## src/rtl/core/assert_macros.svh

```systemverilog
// assertion macros shared by the flanger rtl
`ifndef ASSERT_MACROS_SVH
`define ASSERT_MACROS_SVH

// condition holds at every edge out of reset
`define SFL_ASSERT_ALWAYS(lbl, cond, msg) \
   lbl: assert property (@(posedge clock) disable iff (reset) (cond)) else $error(msg);

// antecedent implies consequent in the same cycle
`define SFL_ASSERT_IMPL(lbl, ante, cons, msg) \
   lbl: assert property (@(posedge clock) disable iff (reset) (ante) |-> (cons)) \
      else $error(msg);

// antecedent implies consequent in the next cycle
`define SFL_ASSERT_NEXT(lbl, ante, cons, msg) \
   lbl: assert property (@(posedge clock) disable iff (reset) (ante) |=> (cons)) \
      else $error(msg);

`endif

```

## src/rtl/core/sfl_pkg.sv

```systemverilog
// shared types, constants and arithmetic helpers of the stereo flanger
`default_nettype none
package sfl_pkg;

   localparam int SAMPLE_W = 24;
   localparam int IP_W     = 16;
   localparam int CSR_IDX_W  = 3;
   localparam int CSR_DATA_W = 23;

   localparam logic [CSR_IDX_W-1:0] REG_LFO_STEP      = 3'd0;
   localparam logic [CSR_IDX_W-1:0] REG_LFO_DEPTH     = 3'd1;
   localparam logic [CSR_IDX_W-1:0] REG_FEEDBACK_GAIN = 3'd2;
   localparam logic [CSR_IDX_W-1:0] REG_BASE_DELAY    = 3'd3;
   localparam logic [CSR_IDX_W-1:0] REG_WET_MIX       = 3'd4;

   localparam logic [16:0] GAIN_ONE = 17'd65536;
   localparam logic signed [15:0] FB_LIMIT = 16'sd31129;
   localparam longint Q30 = 64'sd1 << 30;

   typedef struct packed {
      logic signed [SAMPLE_W-1:0] left;
      logic signed [SAMPLE_W-1:0] right;
      logic [IP_W-1:0]            ip;
      logic [7:0]                 frac;
   } sfl_item_type;

   function automatic logic signed [SAMPLE_W-1:0] sat24(input longint v);
      logic signed [SAMPLE_W-1:0] r;
      if (v > 64'sd8388607) r = 24'sd8388607;
      else if (v < -64'sd8388608) r = -24'sd8388608;
      else r = v[SAMPLE_W-1:0];
      return r;
   endfunction

   // arithmetic shift that rounds toward zero
   function automatic longint shr_tz(input longint v, input int n);
      longint b;
      b = (v < 0) ? v + ((64'sd1 <<< n) - 64'sd1) : v;
      return b >>> n;
   endfunction

   // quarter-wave sine magnitude in q1.16, u is the angle fraction in q0.30
   function automatic logic [16:0] rom_mag(input longint u);
      longint u2, p, s, mag;
      u2 = u * u / Q30;
      p = 64'sd172271;
      p = -64'sd5026994 + p * u2 / Q30;
      p = 64'sd85569306 + p * u2 / Q30;
      p = -64'sd693598690 + p * u2 / Q30;
      p = 64'sd1686629713 + p * u2 / Q30;
      s = p * u / Q30;
      if (s < 0) s = 0;
      mag = (s + 64'sd8192) / 64'sd16384;
      if (mag > 64'sd65536) mag = 64'sd65536;
      return mag[16:0];
   endfunction

endpackage
`default_nettype wire

```

## src/rtl/core/sfl_queue.sv

```systemverilog
// two-entry queue between the front end and the delay-line engine
`default_nettype none
module sfl_queue (
   input  wire logic               clock,
   input  wire logic               reset,
   input  wire logic               in_valid,
   output logic                    in_ready,
   input  wire sfl_pkg::sfl_item_type in_item,
   output logic                    out_valid,
   input  wire logic               out_ready,
   output sfl_pkg::sfl_item_type   out_item
);
   import sfl_pkg::*;

   `include "assert_macros.svh"

   sfl_item_type slot_ff [2];
   logic wr_ptr_ff, rd_ptr_ff;
   logic [1:0] count_ff;
   logic push, pop;

   assign in_ready  = (count_ff != 2'd2);
   assign out_valid = (count_ff != 2'd0);
   assign out_item  = slot_ff[rd_ptr_ff];
   assign push      = in_valid && in_ready;
   assign pop       = out_valid && out_ready;

   always_ff @(posedge clock) begin
      if (reset) begin
         wr_ptr_ff <= 1'b0;
         rd_ptr_ff <= 1'b0;
         count_ff  <= 2'd0;
      end else begin
         if (push) wr_ptr_ff <= ~wr_ptr_ff;
         if (pop) rd_ptr_ff <= ~rd_ptr_ff;
         count_ff <= count_ff + 2'(push) - 2'(pop);
      end
   end

   always_ff @(posedge clock) begin
      if (push) slot_ff[wr_ptr_ff] <= in_item;
   end

   `SFL_ASSERT_ALWAYS(a_count_bound, count_ff <= 2'd2, "queue count beyond depth")
   `SFL_ASSERT_IMPL(a_ptr_match, count_ff == 2'd0 || count_ff == 2'd2,
      wr_ptr_ff == rd_ptr_ff, "queue pointers out of step with count")

endmodule
`default_nettype wire

```

## config.mk

```make
export PLATFORM = sky130hd
export DESIGN_NAME = sfl_queue
export DESIGN_NICKNAME = d
export VERILOG_FILES = /design/src/rtl/core/sfl_pkg.sv /design/src/rtl/core/sfl_queue.sv
export VERILOG_INCLUDE_DIRS = /design/src /design/src/rtl/core
export SDC_FILE = /design/constraint.sdc
export NUM_CORES = 1
export LEC_CHECK = 0
export BUFFER_PORTS_ARGS = -buffer_cell sky130_fd_sc_hd__buf_2
export CAP_MARGIN = 20
export CORE_MARGIN = 2
export CORE_UTILIZATION = 35
export DETAILED_ROUTE_END_ITERATION = 7
export GPL_ROUTABILITY_DRIVEN = 0
export PLACE_DENSITY_LB_ADDON = 0.12
export RECOVER_POWER = 50
export SYNTH_ARGS = -nofsm -noshare
export SYNTH_HDL_FRONTEND = slang
export SYNTH_SLANG_ARGS = --single-unit
export TNS_END_PERCENT = 20
```

## constraint.sdc

```tcl
create_clock -name clock -period 5.5 [get_ports clock]
set_clock_uncertainty 0.05 [all_clocks]
set_input_delay 0.825 -clock clock [delete_from_list [all_inputs] [get_ports clock]]
set_output_delay 0.825 -clock clock [all_outputs]
set_load 0.005 [all_outputs]
```

==> impl_metrics.tcl <==
set metrics [dict create \
    criticalPathCategory "register to output port" \
    numPortBuffers 149 \
    avgSynthCellArea_um2 23.3 \
    post-cts-setup-buffers 0 \
    worst_pin_slew_ns 1.68 \
    io_pins 150 \
    drive_gt1_share_pct 51.1 \
    n_fill_cell 1482 \
    drc 0 \
    leakagePower_nw 2.74 \
    dieArea_um2 17600 \
    fmax_mhz 303 \
    synth_cells 248 \
    rsz0062_at_grt "false" \
    yosys_warnings 0 \
    dr.pass1.iters 4 \
    hold_class "register to register" \
    hold_ws_ns 0.476 \
    synth_cell_type_count 17 \
    first_global_vias 2898 \
    layout_min_cycle_time_ns 3.30 \
    max_slew_margin_pct -11.7 \
    cts_resized 0 \
    clk_pin_slew_ns 0.06 \
    syn_area_um2 5780 \
    power_per_cell_area_nw_per_um2 466 \
    syn2layout_area_growth_pct 24.6 \
    crit_required_ns 4.62 \
    diodes 0 \
    fin_crit_sh_pct 60.0 \
    regArea_um2 4430 \
    nets 490 \
    hold_buffers 0 \
    crit_path_end_kind "output port" \
    fp.dieW_um 133 \
    clock_path_buffers 2 \
    antenna_left 0 \
    wire_per_inst_um 15.9 \
    cts-root-buf "clkbuf_16" \
    hold_viol 0 \
    grt-ovfl-total 0 \
    vdd_drop_max_mv 0.279 \
    crit_fanout 49 \
    grt_antenna_before_repair 0 \
    drtIter0Drc 119 \
    via_count 2779 \
    dp_hpwl_um 6450 \
    finalMaxSlewViolations 30 \
    drv_cap 1 \
    yosysSeqAreaShare_pct 76.5 \
    arrival_ns 2.43 \
    cts.sinks 149 \
    clkLatencyLatePin_ns 0.42 \
    row_count 46 \
    cts_tree "built" \
    synth-seq-cells 149 \
    grt_util_all_layers_pct 12.0 \
    outcome "finished with violations" \
    violations "capacitance limit, slew limit" \
    startpoint_type "register" \
    multi_input_area_um2 1200 \
    start_util_pct 36.1 \
    grt_pass1_wl_um 15300 \
    setup_viol 0 \
    grt_max_degree 73 \
    finalWirelength_um 10200 \
    cts_htree_levels 4 \
    die_h_um 133 \
    core_um2 16000 \
    numCtsBuffers 17 \
    fin_tns_setup_ns 0 \
    post_drt_via_cell_ratio 4.34 \
    synth_fp_nets 326 \
]
[flip-flops by register name (all words and copies together), names as in the netlist, named ones only]
signal / count
count_ff: 2
wr_ptr_ff: 1
rd_ptr_ff: 1
slot_ff: 144
[cell usage after synthesis (all sizes together)]
cell type | count | share of area, %
edfxtp | 144 | 75
mux2 | 73 | 19
buf | 8 | 2.6
dfxtp | 5 | 1.7
nor2 | 5 | 0.32
ha | 2 | 0.43
nor2b | 2 | 0.22
xnor2 | 2 | 0.30
and3 | 1 | 0.11
inv | 1 | 0.065
nand2 | 1 | 0.11
nand2b | 1 | 0.15
o21a | 1 | 0.13
or2 | 1 | 0.11
xor2 | 1 | 0.15
[path summary, 6_finish.rpt]
check | endpoint | depth (start not counted) | from | slack (ns)
worst max-delay path | out_item[60] | 3 | register | 2.20
worst min-delay path | register | 2 | rd_ptr_ff | 0.48
worst min register to register | register | 2 | rd_ptr_ff | 0.48
worst max register to register | slot_ff[0][63] | 5 | count_ff[0] | 2.22
[layout make-up]
cell class / count / share of cell area [%]
flip-flops and latches: 149 / 61.5
multi-input cells: 90 / 16.7
repair buffers: 153 / 10.0
clock buffers: 20 / 6.06
well taps: 216 / 3.75
clock inverters: 12 / 1.89
inverters: 1 / 0.0521
[power by group]
group          switching, W  internal (W)
sequential         0.000103       0.00143
clock              0.000421      0.000704
combinational      0.000282      0.000418
total              0.000805       0.00255
[layer usage]
layer	share of wire (%)	vias to the layer above	GRT usage (%)
met2	51	96	19.9
li1	-	1307	-
met1	40	1358	12.9
met4	2.2	0	6.09
met5	0	-	0
met3	7.1	18	5.29
[stage by stage]
stage / power [W] / util [%] / worst slack, ns / instance area [µm²] / cells
detailed placement: 0.00229 / 41.8 / 2.54 / 6690 / 608
finish: 0.00336 / 45.0 / 2.20 / 7200 / 641
CTS: 0.00342 / 45.4 / 2.09 / 7260 / 640
floorplan: 0.00207 / - / 1.05 / 5780 / 248
global route: 0.00352 / 45.0 / 1.86 / 7200 / 641
global placement: 0.00228 / 41.8 / 2.56 / 6690 / 608
[critical path: stages, from the launching register on]
cell and delay (ns):
dfxtp_4 0.97, buf_4 0.54, mux2_4 0.34, buf_2 0.13
[cells in the final DEF (no fill, tap or decap), drive strengths merged, types with 3 or more instances in the layout]
master and count:
mux2 73, nor2 5, clkbuf 58, edfxtp 144
clkinv 8, dfxtp 5, bufinv 3, buf 115
[cell families (layout without fill, tap and decap cells)]
| logic type | after synthesis | count (layout) | synth area share, % |
|---|---|---|---|
| compound gates | 1 | 1 | 0.130 |
| xor+xnor | 3 | 3 | 0.455 |
| fa+ha+maj | 2 | 2 | 0.433 |
| buf+inv | 9 | 186 | 2.68 |
| flops | 149 | 149 | 76.5 |
| mux | 73 | 73 | 18.8 |
| simple gates | 11 | 11 | 1.02 |
No activity file was read; power rests on OpenSTA's default activity.
